$ cat config.mk
export PLATFORM = sky130hd
export DESIGN_NAME = tdsq_out_buf
export DESIGN_NICKNAME = d
export VERILOG_FILES = /design/src/sv/tdsq_pkg.sv /design/src/sv/tdsq_out_buf.sv
export SDC_FILE = /design/constraint.sdc
export NUM_CORES = 1
export LEC_CHECK = 0
export BUFFER_PORTS_ARGS = -buffer_cell sky130_fd_sc_hd__buf_2
export CAP_MARGIN = 40
export CORE_MARGIN = 8
export CORE_UTILIZATION = 50
export DETAILED_ROUTE_END_ITERATION = 8
export PLACE_DENSITY_LB_ADDON = 0.1
export SLEW_MARGIN = 20
export SYNTH_ARGS = -nofsm -noshare
export SYNTH_HDL_FRONTEND = slang
export SYNTH_SLANG_ARGS = --single-unit
$ cat constraint.sdc
create_clock -name clk -period 4.8 [get_ports clk]
set_input_delay 1.2 -clock clk [delete_from_list [all_inputs] [get_ports clk]]
set_output_delay 1.2 -clock clk [all_outputs]
set_load 0.005 [all_outputs]
$ cat src/sv/tdsq_pkg.sv
package tdsq_pkg;

  typedef enum logic [1:0] {
    OP_TICK  = 2'd0,
    OP_WRITE = 2'd1,
    OP_START = 2'd2
  } op_t;

  typedef enum logic [1:0] {
    ACT_NONE  = 2'd0,
    ACT_ACK   = 2'd1,
    ACT_CHAIN = 2'd2
  } action_t;

  // player steps happen on tick counts that are multiples of this
  localparam int STEP_PERIOD = 10;
  // chain request every 2**CHAIN_BITS ticks
  localparam int CHAIN_BITS  = 5;

  localparam logic [15:0] STOP_MARKER_RESET = 16'hFFFF;

  typedef struct packed {
    logic [15:0] duration;
    logic [15:0] divisor;
  } note_t;

  typedef struct packed {
    logic [31:0] tick_count;
    logic        speaker_on;
    logic [15:0] tone_divisor;
    logic        playing;
    action_t     interrupt_action;
  } result_t;

  typedef struct packed {
    logic gate;
    logic active;
  } player_status_t;

  typedef struct packed {
    logic main_valid;
    logic skid_valid;
  } buf_status_t;

endpackage

$ cat src/sv/tdsq_out_buf.sv
module tdsq_out_buf import tdsq_pkg::*; (
  input  logic        clk,
  input  logic        rst,
  input  logic        push,
  input  result_t     push_data,
  output logic        push_ready,
  output logic        pop_valid,
  input  logic        pop_ready,
  output result_t     pop_data,
  output buf_status_t status
);

  logic    main_valid, skid_valid;
  result_t main_data, skid_data;
  logic    pop;

  assign push_ready = !skid_valid;
  assign pop        = main_valid && pop_ready;

  always_ff @(posedge clk) begin
    if (rst) begin
      main_valid <= 1'b0;
      skid_valid <= 1'b0;
    end else if (pop) begin
      if (skid_valid) begin
        skid_valid <= 1'b0;
      end else if (!push) begin
        main_valid <= 1'b0;
      end
    end else if (push) begin
      if (!main_valid) begin
        main_valid <= 1'b1;
      end else begin
        skid_valid <= 1'b1;
      end
    end
  end

  always_ff @(posedge clk) begin
    if (pop) begin
      main_data <= skid_valid ? skid_data : push_data;
    end else if (push && !main_valid) begin
      main_data <= push_data;
    end
    if (push && main_valid && !pop) begin
      skid_data <= push_data;
    end
  end

  assign pop_valid = main_valid;
  assign pop_data  = main_data;

  assign status.main_valid = main_valid;
  assign status.skid_valid = skid_valid;

endmodule

### Yosys cells after proc, flatten, opt, wreduce, memory -nomap -nowiden

Index checks and enable logic that the tools add are counted.

* register bits after elaboration: 106
* input bits: 56
* output and inout port bits: 56
* logic and storage cells: 33

* equal/unequal tests: 2
* multiplexer cells: 7
* reductions and logical operators: 12

Operators by type and width (number)
* $mux 52: 3
* $logic_and 1x1->1: 4
* $mux 1: 4
* $ne 2x2->1 const B: 2
* $reduce_bool 2->1: 2
* $logic_not 1->1: 3
* $reduce_and 3->1: 1
* $reduce_and 2->1: 1
* $reduce_or 2->1: 1

### Longest topological paths before layout

* depth in word-level cells: 4
* depth in mapped cells: 3
* mapped depth without buffers: 3

### Worst setup path after synthesis

No wires, ideal clock.

* path type: input -> register
* from: input push
* to: register skid_data[0] (netlist bit) (enable)
* library setup time: 0.462 ns
* arrival time: 3.454 ns
* data required time: 4.338 ns
* slack: 0.884 ns
* stages on the path: 2
* path buffers: 0
* cell sequence: nand2_1 nor2_1

* longest elaborated chain between the ends: 2

Ends and longest elaborated chain
* start, declared: line tdsq_out_buf.sv:4 `input logic push,`
* $logic_and 1x1->1 (2 in a row): line tdsq_out_buf.sv:45 `if (push && main_valid && !pop) begin`
* end signal, assigned: line tdsq_out_buf.sv:46 `skid_data <= push_data;`
* end, declared: line tdsq_out_buf.sv:14 `result_t main_data, skid_data;`

No other way between the ends.
A chain may end at the register's enable or synchronous reset.

### Final worst setup path

* from: input pop_ready
* to: register main_data, in the netlist pop_data[44] (enable)

* longest elaborated chain between the ends: 2

Ends and longest elaborated chain
* start, declared: line tdsq_out_buf.sv:8 `input logic pop_ready,`
* $logic_and 1x1->1: line tdsq_out_buf.sv:18 `assign pop = main_valid && pop_ready;`
* $reduce_bool 2->1 (no source line)
* end signal, assigned: line tdsq_out_buf.sv:41 `main_data <= skid_valid ? skid_data : push_data;`
* end signal, assigned: line tdsq_out_buf.sv:43 `main_data <= push_data;`
* end, declared: line tdsq_out_buf.sv:14

No other way between the ends.

==> key figures <==
Outcome
  – Status: finished clean

Timing
  – Relative slew slack: 0.596
  – Worst Clk Skew: 0.00685 ns
  – Worst Slack Setup Final: 2.39 ns
  – Slew @ Worst Pin: 0.607 ns
  – Final Hold Vio Count: 0
  – Final setup viols: 0
  – Fin. max-slew vios: 0
  – Final worst-path cycle share: 0.503
  – Setup TNS: 0 ns
  – Achievable frequency: 414 MHz
  – RSZ-0062 raised after global routing: no
  – Final min period: 2.41 ns

CTS
  – # hold bufs at CTS: 0
  – CTS root buf: clkbuf_8
  – Htree depth: 3
  – Worst-path clk slew: 0.09 ns
  – Post-cts resize count: 0
  – Sinks on Clock Net: 106
  – CTS max path bufs: 2
  – CTS tree: yes
  – Clk Latency, worst-skew pair: 0.36 ns
  – TritonCTS buffer count: 9
  – Post-CTS Repair Setup Buffers: 0

Synth
  – Compound-cell area share of the yosys netlist: 0.00352
  – Post-synth top cells: edfxtp_1 (104), mux2_2 (49), clkbuf_8 (5), mux2_4 (4)
  – Synth Area in XOR/XNOR: 0
  – Post-synth top area share: 0.798
  – Simple-gate share of the synthesized area: 0.00896
  – Most numerous cell in the Yosys netlist: edfxtp_1
  – Mapped Area: 3910 sq um
  – Post-Syn Area per Cell: 22.5 sq um
  – Post-synth top area cell: edfxtp_1
  – Mux contribution to synthesized area: 0.156
  – Syn Inst Count: 174
  – Syn Nets: 230
  – Post-synth top flop: edfxtp_1
  – Post-synth ARST share: 0
  – Post-synth EDFFs: 104
  – Largest family of logic cells by synthesized area: multiplexers
  – Area contributors post-synth: edfxtp_1 (80%), mux2_2 (14%), clkbuf_8 (1.8%)
  – Synth unique cells: 13
  – Adder-Cell Fraction of Synth Area: 0
  – Register area share after synthesis: 0.809
  – #FFs+latches synth: 106
  – Synth Warn #: 0

Drt
  – Wire per inst: 17.8 um
  – DRC: 0
  – Via count: 1,917
  – Antenna viol nets, final: 0
  – DR pass1 iterations: 5
  – WL final: 7.11 mm
  – Drt via density: 4.79
  – Drt first-iter violations: 60

Placed design
  – IO Port Bufs: 111
  – Worst slack at placement: 1.97 ns
  – Post-DP HPWL: 4.87 mm
  – Routability cong.: 0.674

Cells and area
  – Share of layout cells above drive strength 1: 0.617
  – Final nets: 349
  – Area occupied by multi-input gates: 668 sq um
  – Diode count: 0
  – Synthesis-to-layout area growth: 22.1%
  – Fillers: 603
  – Reg area: 3160 sq um

Global route
  – Initial antenna violation count: 0
  – GRT Overall Usage: 0.134
  – Largest net degree at the start of global routing: 53
  – Vias in the first global route: 2,167
  – First-pass GRT wire length: 11.4 mm
  – Aggregate global routing overflow: 0

Die
  – Die Footprint: 10,900 sq um
  – Row Count: 32
  – Die width: 104 um
  – I/O Pins: 112
  – Starting Density: 0.511
  – DIE HEIGHT: 104 um
  – Core area: 7650 sq um

Worst setup path
  – Max FO, Critical Path: 28
  – CP endpoint kind: flop
  – Crit Path Class: in -> reg
  – CP cell instances: buf_2 -> mux2_2 -> buf_4
  – CP max-delay cell: mux2_2
  – Kind of start point of the critical path: input port
  – Max incr delay on CP: 0.58 ns
  – Worst EP required: 4.82 ns
  – Worst Path Arrival: 2.43 ns
  – R2R depth: 4

Worst hold path
  – Hold depth: 1
  – Hold WC Path Type: reg -> reg

Pwr
  – Pwr Density: 366 nW/um^2
  – LEAKAGE: 1.83 nW
  – Peak VDD IR: 0.187 mV

Flow run
  – # Max-Cap Violations: 0
## layer usage
layer  routed length, um  up-vias  track usage
met2                3360       68        0.211
li1                    -      925            -
met5                   0        -            0
met1                3030      914        0.155
met3                 588       10       0.0576
met4                 134        0       0.0579
## cells in the final DEF (no fill, tap or decap)
cell type   Yosys  layout
a21oi_1         1       1
a221oi_1        1       1
buf_12          0       1
buf_16          0       1
buf_2           0     111
buf_4           2       2
bufinv_16       0       1
clkbuf_1        0       2
clkbuf_8        5       9
clkinv_4        0       2
clkinvlp_4      0       1
dfxtp_1         2       2
edfxtp_1      104     104
inv_1           1       1
inv_6           0       1
mux2_2         49      49
mux2_4          4       4
nand2_1         1       1
nand2b_1        1       1
nand3_4         1       1
nor2_1          2       1
nor2_4          0       1
## worst paths after layout
kind	from	end	slack [ns]
max	pop_ready	pop_data[44]$_DFFE_PP_	2.39
max reg2reg	pop_valid$_SDFFE_PP0P_	skid_data[25]$_DFFE_PP_	2.88
min	skid_data[24]$_DFFE_PP_	pop_data[24]$_DFFE_PP_	0.55
min reg2reg	skid_data[24]$_DFFE_PP_	pop_data[24]$_DFFE_PP_	0.55
## report_power, final
part,internal (mW),switching [mW],total [mW]
Combinational,0.0627,0.0610,0.124
Sequential,1.07,0.0125,1.08
Clock,0.246,0.296,0.542
## through the flow
step            util  hold WS [ns]  cell area [sq um]  std cells  power [mW]
2_1_floorplan      -         0.525               3910        174        1.15
3_3_place_gp   0.593         0.529               4530        382        1.23
3_5_place_dp   0.596         0.534               4560        383        1.23
4_1_cts        0.622         0.556               4760        399        1.76
5_1_grt        0.625         0.564               4780        400        1.81
6_report       0.625         0.549               4780        400        1.75
## area by class of cell
class,count,area share
inverters,1,0.000786
multi-input cells,60,0.140
flip-flops and latches,106,0.662
repair buffers,115,0.129
well taps,102,0.0267
clock inverters,5,0.0134
clock buffers,11,0.0275
## critical path: cells and delay by family
family                 cells  cell delay (ns)
multiplexers               1             0.58
buffers and inverters      2             0.63
## registers in the layout, summed over array words and instances, names as in the netlist
signal	flops
pop_data	52
pop_valid	1
skid_data	52
skid_valid	1
## logic make-up after synthesis
group           count (synthesis)
flops                         106
simple gates                    5
mux                            53
compound gates                  2
buf+inv                         8
(Power assumes the default switching activity.)
