## src/sv/tdsq_pkg.sv

```systemverilog
package tdsq_pkg;

  typedef enum logic [1:0] {
    OP_TICK  = 2'd0,
    OP_WRITE = 2'd1,
    OP_START = 2'd2
  } op_t;

  typedef enum logic [1:0] {
    ACT_NONE  = 2'd0,
    ACT_ACK   = 2'd1,
    ACT_CHAIN = 2'd2
  } action_t;

  // player steps happen on tick counts that are multiples of this
  localparam int STEP_PERIOD = 10;
  // chain request every 2**CHAIN_BITS ticks
  localparam int CHAIN_BITS  = 5;

  localparam logic [15:0] STOP_MARKER_RESET = 16'hFFFF;

  typedef struct packed {
    logic [15:0] duration;
    logic [15:0] divisor;
  } note_t;

  typedef struct packed {
    logic [31:0] tick_count;
    logic        speaker_on;
    logic [15:0] tone_divisor;
    logic        playing;
    action_t     interrupt_action;
  } result_t;

  typedef struct packed {
    logic gate;
    logic active;
  } player_status_t;

  typedef struct packed {
    logic main_valid;
    logic skid_valid;
  } buf_status_t;

endpackage

```

## src/sv/tdsq_player.sv

```systemverilog
module tdsq_player import tdsq_pkg::*; #(
  parameter int DEPTH = 256,
  parameter int AW    = 8
) (
  input  logic           clk,
  input  logic           rst,
  input  logic           accept,
  input  logic [1:0]     op,
  input  logic [7:0]     note_address,
  input  logic [15:0]    note_duration,
  input  logic [15:0]    note_divisor,
  input  logic [15:0]    stop_marker,
  input  note_t          rd_data,
  output logic           wr_en,
  output logic [AW-1:0]  wr_addr,
  output note_t          wr_data,
  output logic           rd_en,
  output logic [AW-1:0]  rd_addr,
  output result_t        result,
  output player_status_t status
);

  localparam int          EW       = (AW > 8) ? AW : 8;
  localparam int          RS       = 8 + AW;
  localparam logic [9:0]  RECIP    = 10'(((64'd1 << RS) + 64'(DEPTH) - 64'd1) / 64'(DEPTH));
  localparam logic [3:0]  RES_LAST = 4'(STEP_PERIOD - 1);
  localparam logic [AW-1:0] PTR_LAST = AW'(DEPTH - 1);

  logic [31:0]   tick_counter, tick_counter_next;
  logic [3:0]    residue, residue_next;
  logic [AW-1:0] note_pointer, note_pointer_next;
  logic [15:0]   steps_remaining, steps_remaining_next;
  logic          player_active, player_active_next;
  logic          gate_enabled, gate_enabled_next;
  logic [15:0]   current_divisor, current_divisor_next;
  logic          fwd_valid, fwd_valid_next;
  note_t         fwd_word, fwd_word_next;

  logic [17:0]   addr_prod;
  logic [7:0]    addr_quo;
  logic [7:0]    addr_rem;
  logic [EW-1:0] addr_ext;
  logic [AW-1:0] addr_red;
  logic [AW-1:0] ptr_inc;
  note_t         note_word;
  action_t       action;

  // address modulo depth: quotient by reciprocal multiply, exact for 8-bit addresses
  assign addr_prod = note_address * RECIP;
  assign addr_quo  = 8'(addr_prod >> RS);
  assign addr_rem  = note_address - 8'(addr_quo * 8'(DEPTH));

  assign addr_ext  = EW'(addr_rem);
  assign addr_red  = addr_ext[AW-1:0];
  assign ptr_inc   = (note_pointer == PTR_LAST) ? '0 : note_pointer + 1'b1;
  // entry under the pointer: last fetch, or a later write to that entry
  assign note_word = fwd_valid ? fwd_word : rd_data;

  always_comb begin
    tick_counter_next    = tick_counter;
    residue_next         = residue;
    note_pointer_next    = note_pointer;
    steps_remaining_next = steps_remaining;
    player_active_next   = player_active;
    gate_enabled_next    = gate_enabled;
    current_divisor_next = current_divisor;
    action               = ACT_NONE;
    wr_en                = 1'b0;
    rd_en                = 1'b0;
    wr_addr              = addr_red;
    wr_data              = '{duration: note_duration, divisor: note_divisor};
    if (accept) begin
      case (op)
        OP_TICK: begin
          tick_counter_next = tick_counter + 32'd1;
          // true count wraps to zero, which is a multiple of the period
          if (tick_counter == '1 || residue == RES_LAST) begin
            residue_next = '0;
          end else begin
            residue_next = residue + 4'd1;
          end
          if (residue_next == '0 && player_active) begin
            if (steps_remaining != '0) begin
              steps_remaining_next = steps_remaining - 16'd1;
            end else if (note_word.duration == stop_marker) begin
              player_active_next = 1'b0;
              gate_enabled_next  = 1'b0;
            end else begin
              steps_remaining_next = note_word.duration - 16'd1;
              if (note_word.divisor == '0) begin
                gate_enabled_next = 1'b0;
              end else begin
                current_divisor_next = note_word.divisor;
                gate_enabled_next    = 1'b1;
              end
              note_pointer_next = ptr_inc;
              rd_en             = 1'b1;
            end
          end
          action = (tick_counter_next[CHAIN_BITS-1:0] == '0) ? ACT_CHAIN : ACT_ACK;
        end
        OP_WRITE: begin
          wr_en = 1'b1;
        end
        OP_START: begin
          note_pointer_next    = addr_red;
          steps_remaining_next = '0;
          player_active_next   = 1'b1;
          rd_en                = 1'b1;
        end
        default: begin
        end
      endcase
    end
  end

  assign rd_addr = note_pointer_next;

  always_comb begin
    fwd_valid_next = fwd_valid;
    fwd_word_next  = fwd_word;
    if (wr_en && addr_red == note_pointer) begin
      fwd_valid_next = 1'b1;
      fwd_word_next  = wr_data;
    end else if (rd_en) begin
      fwd_valid_next = 1'b0;
    end
  end

  always_ff @(posedge clk) begin
    if (rst) begin
      tick_counter    <= '0;
      residue         <= '0;
      note_pointer    <= '0;
      steps_remaining <= '0;
      player_active   <= 1'b0;
      gate_enabled    <= 1'b0;
      current_divisor <= '0;
      fwd_valid       <= 1'b0;
    end else begin
      tick_counter    <= tick_counter_next;
      residue         <= residue_next;
      note_pointer    <= note_pointer_next;
      steps_remaining <= steps_remaining_next;
      player_active   <= player_active_next;
      gate_enabled    <= gate_enabled_next;
      current_divisor <= current_divisor_next;
      fwd_valid       <= fwd_valid_next;
    end
  end

  always_ff @(posedge clk) begin
    fwd_word <= fwd_word_next;
  end

  assign result.tick_count       = tick_counter_next;
  assign result.speaker_on       = gate_enabled_next;
  assign result.tone_divisor     = current_divisor_next;
  assign result.playing          = player_active_next;
  assign result.interrupt_action = action;

  assign status.gate   = gate_enabled;
  assign status.active = player_active;

endmodule

```

## config.mk

```make
export PLATFORM = sky130hd
export DESIGN_NAME = tdsq_player
export DESIGN_NICKNAME = d
export VERILOG_FILES = /design/src/sv/tdsq_pkg.sv /design/src/sv/tdsq_player.sv
export SDC_FILE = /design/constraint.sdc
export NUM_CORES = 1
export LEC_CHECK = 0
export BUFFER_PORTS_ARGS = -buffer_cell sky130_fd_sc_hd__buf_2
export CAP_MARGIN = 10
export CORE_MARGIN = 3
export CORE_UTILIZATION = 56
export DETAILED_ROUTE_END_ITERATION = 16
export HOLD_SLACK_MARGIN = 0.05
export MAX_ROUTING_LAYER = met4
export PLACE_DENSITY_LB_ADDON = 0.2
export SLEW_MARGIN = 10
export SYNTH_ARGS = -nofsm -noshare
export SYNTH_HDL_FRONTEND = slang
export SYNTH_SLANG_ARGS = --single-unit
```

## constraint.sdc

```tcl
create_clock -name clk -period 11.8 [get_ports clk]
set_clock_uncertainty 0.1 [all_clocks]
set_input_delay 2.36 -clock clk [delete_from_list [all_inputs] [get_ports clk]]
set_output_delay 2.36 -clock clk [all_outputs]
set_load 0.05 [all_outputs]
```

=== Yosys cells after proc, flatten, opt, wreduce, memory -nomap -nowiden ===
Cells that the tools add are included.

* Reductions and logical operators: 12
* Add/subtract/negate cells: 5
* Eq/ne operators: 9
* Mux-type cells: 45

{| class="wikitable"
|+ Operators with widths
! kind !! count
|-
| two-way mux 16 bit || 9
|-
| two-way mux 32 bit || 3
|-
| two-way mux 8 bit || 5
|-
| adder 32 x 1 -> 32 bit, second input constant || 1
|-
| == test 32 bit, second input constant || 1
|-
| one-hot mux 16 bit (2 select lines) || 1
|-
| subtractor 16 x 1 -> 16 bit, second input constant || 2
|-
| two-way mux 1 bit || 18
|-
| == test 16 bit || 1
|-
| logical NOT 16 bit || 1
|-
| one-hot mux 8 bit (2 select lines) || 1
|-
| nonzero test 16 bit || 1
|-
| two-way mux 4 bit || 3
|-
| adder 8 x 1 -> 8 bit, second input constant || 1
|-
| == test 8 bit || 1
|-
| == test 8 bit, second input constant || 1
|-
| two-way mux 2 bit || 3
|-
| logical NOT 5 bit || 1
|-
| adder 4 x 1 -> 4 bit, second input constant || 1
|-
| == test 4 bit, second input constant || 1
|-
| logical NOT 4 bit || 1
|-
| one-hot mux 1 bit (2 select lines) || 2
|-
| AND reduction 4 bit || 1
|-
| nonzero test 2 bit || 2
|-
| 8 further kinds || 9
|}

* Register bits: 111
* Output and inout bits: 104
* Input port bits: 93

=== Depth between registers and ports, before layout ===
* Depth in word-level cells: 12
* Depth in mapped cells: 13

=== Worst setup path before layout ===
No wires, ideal clock.

* Path type: input port to output port
* Start point: input op[0]
* End point: output result[44] (netlist bit)
* Stages on the path: 6
* Path buffers: 0
* Arrival time: 4853 ps
* Path slack: 4487 ps
* Cells stage by stage: or3b_1 -> or3_1 -> or3_1 -> or3_1 -> nor2_1 -> xor2_1

{| class="wikitable"
|+ RTL lines
! item !! line !! source
|-
| from (decl) || tdsq_player.sv:8 || <nowiki>input logic [1:0] op,</nowiki>
|-
| to (decl) || tdsq_player.sv:19 || <nowiki>output result_t result,</nowiki>
|}

==> results.ini <==
[clocking]
h-tree-depth=3
clkTransAtPathRegs_ns=0.08
clk_latency_ns=0.36
cts_tree=done
cts_made_buffers=9
clock_sinks=111
cts_hold_buf=0
cts_setup_buffers=0
post_cts_resized=0
clk_path_buf_depth=2
cts-root-buf=clkbuf_16

[floorplanning]
start_util_pct=58.7
ios=197
die_x_um=114
dieArea_mm2=0.0129
die_y_um=114
core-area_mm2=0.0111
row_count=38

[place]
post-place-ws_ns=4.08
gp_congestion=0.921
io_buffers=196
detailed_place_hpwl_um=12700
dp_cells=966

[global_routing]
grt_pass1_vias=5546
grt_pass1_wl_um=27000
grt_max_degree=73
antenna_found_initial=0
grt-ovfl-total=0
grt.total_usage_pct=26.5

[cells_and_area]
layout-drive-gt1-share_pct=31.7
fill_cells=893
syn2layout_area_growth_pct=16.1
final_cells=982
final_util_pct=68.2
nNetsFinal=935
diodes=0

[routing]
ant_nets=0
drtIter0Drc=551
wire_per_inst_um=17.4
num_vias=5777
vias_per_cell=5.88
drc=0
routed_wl_um=17100
firstDrtPassIters=5

[critical_path]
path_max_fanout=17
arrival_ns=5.26
critPathKind=primary input to output pin
start_kind=primary input
end_kind=output pin
critPathRequiredTime_ns=9.34

[pwr]
fin_total_pwr_w=0.000843
p_leak_nw=3.16
ir_worst_vdd_mv=0.159
power_density_mw_per_mm2=112

[synthesis]
synth.mux.area_fraction_pct=9.66
ys.flop_type=dfxtp_1
synth_compound_area_share_pct=11.1
syn_area_mm2=0.00650
synth_simple_gate_area_share_pct=23.9
synth_fa_ha_area_share_pct=0.962
synth-xor-area-share_pct=7.67
syn-num-nets=794
synth_top_family_by_area=simple AND/OR/NAND/NOR gates
yosys.area.top_type_share_pct=24.3
synth-async-reset-ratio_pct=0
synth-edff-count=32
syn_inst=696
yosysSeqAreaShare_pct=39.1
syn_area_per_cell_um2=9.35
synth_area_leader_cell=dfxtp_1
ys_types=69
synth_seq_cells=111
yosysWarnings=0
synth.area.top_cells=dfxtp_1, edfxtp_1, xnor2_1

[sta]
setup_viol=0
finalHoldViolCount=0
period_share_pct=65.4
slew_violations=0
fin_crit_ns=7.72
final.setup.tns_ns=0
fin_ws_ns=4.08
max_freq_mhz=130
tightest_slew_ns=1.02
slew_headroom_pct=31.9
rsz0062_at_grt=false

[run_status]
status=complete, no violations

[flow_run]
drv_cap=0

[hold_path]
hold_class=flop to flop

-- layout by cell type, fill, tap and decap left out, types with 14 or more instances in the layout --
| master | synthesis | final |
|---|---|---|
| buf_2 | 5 | 196 |
| mux2i_1 | 20 | 20 |
| nor3_1 | 23 | 23 |
| nor2_1 | 44 | 44 |
| nand2_1 | 44 | 44 |
| dfxtp_1 | 79 | 78 |
| a21oi_1 | 23 | 23 |
| nor2b_1 | 46 | 46 |
| xnor2_1 | 48 | 48 |
| nand3_1 | 31 | 31 |
| edfxtp_1 | 32 | 32 |
| mux2_2 | 26 | 26 |
| nor4_1 | 17 | 16 |
| o21ai_0 | 17 | 17 |
| nand4_1 | 14 | 14 |
-- logic make-up after synthesis --
kind of cell | count (synthesis)
DFF | 111
buffers and inverters | 82
and+or+nand+nor | 281
AOI/OAI and AO/OA | 105
adders and majority gates | 5
muxes | 55
xor gates and xnor gates | 57
-- final cells by class --
class / count / area (um^2) / area share [%]
flip-flops and latches: 111 / 2540 / 33.7
multi-input cells: 503 / 3470 / 46.0
repair buffers: 199 / 1000 / 13.3
clock inverters: 6 / 57.6 / 0.762
clock buffers: 10 / 250 / 3.31
inverters: 13 / 48.8 / 0.646
well taps: 140 / 175 / 2.32
-- worst paths after layout --
| check | start | endpoint | slack [ns] | cells after the start |
|---|---|---|---|---|
| worst max-delay path | op[0] | result[5] | 4.08 | 7 |
| worst min-delay path | steps_remaining[6] | steps_remaining[6] | 0.39 | 1 |
| worst max register to register | fwd_valid | steps_remaining[15] | 7.62 | 7 |
| worst min register to register | steps_remaining[6] | steps_remaining[6] | 0.39 | 1 |
-- registers in the layout, summed over array words and instances (netlist names) --
register	count
residue	4
steps_remaining	16
fwd_valid	1
fwd_word	32
player_active	1
note_pointer	8
tick_counter	32
current_divisor	16
gate_enabled	1
-- synth_stat cells, types with 8 or more instances --
cell / number
and3_1: 8
nor2_1: 44
nand3_1: 31
nor2b_1: 46
a21oi_1: 23
nor3_1: 23
mux2_4: 9
nand4_1: 14
or3_1: 11
nand2_1: 44
edfxtp_1: 32
xnor2_1: 48
a31oi_1: 10
xor2_1: 9
mux2i_1: 20
inv_1: 12
and2b_1: 9
nor4_1: 17
o21ai_0: 17
clkbuf_1: 17
buf_4: 45
mux2_2: 26
dfxtp_1: 79
-- routing by layer --
metal | track usage, % | share of wire (%) | up-vias
li1 | - | - | 2760
met1 | 33.9 | 43 | 2692
met2 | 43.7 | 48 | 304
met3 | 4.83 | 7.7 | 21
met4 | 7.05 | 1.4 | 0
met5 | - | 0 | -
-- report_power, final --
| group | total (W) | leakage (nW) | internal [W] | switching, W |
|---|---|---|---|---|
| Sequential | 0.000397 | 0.925 | 0.000393 | 0.00000331 |
| Clock | 0.000315 | 0.151 | 0.000161 | 0.000154 |
| Combinational | 0.000131 | 2.08 | 0.0000422 | 0.0000883 |
| Total | 0.000843 | 3.16 | 0.000597 | 0.000246 |
-- stage by stage --
step                hold slack (ns)  area [um^2]
floorplan                     0.347         6500
global placement              0.363         7240
detailed placement            0.370         7240
CTS                           0.385         7550
global route                  0.406         7550
finish                        0.390         7550
-- critical path: stages --
cell      delay, ns
buf_2          0.12
nand2b_1       0.20
nor2_1         0.69
o21ai_0        0.37
nor3_4         0.86
mux2_2         0.43
buf_2          0.21
Note: power is estimated with default switching activity, not from simulation.
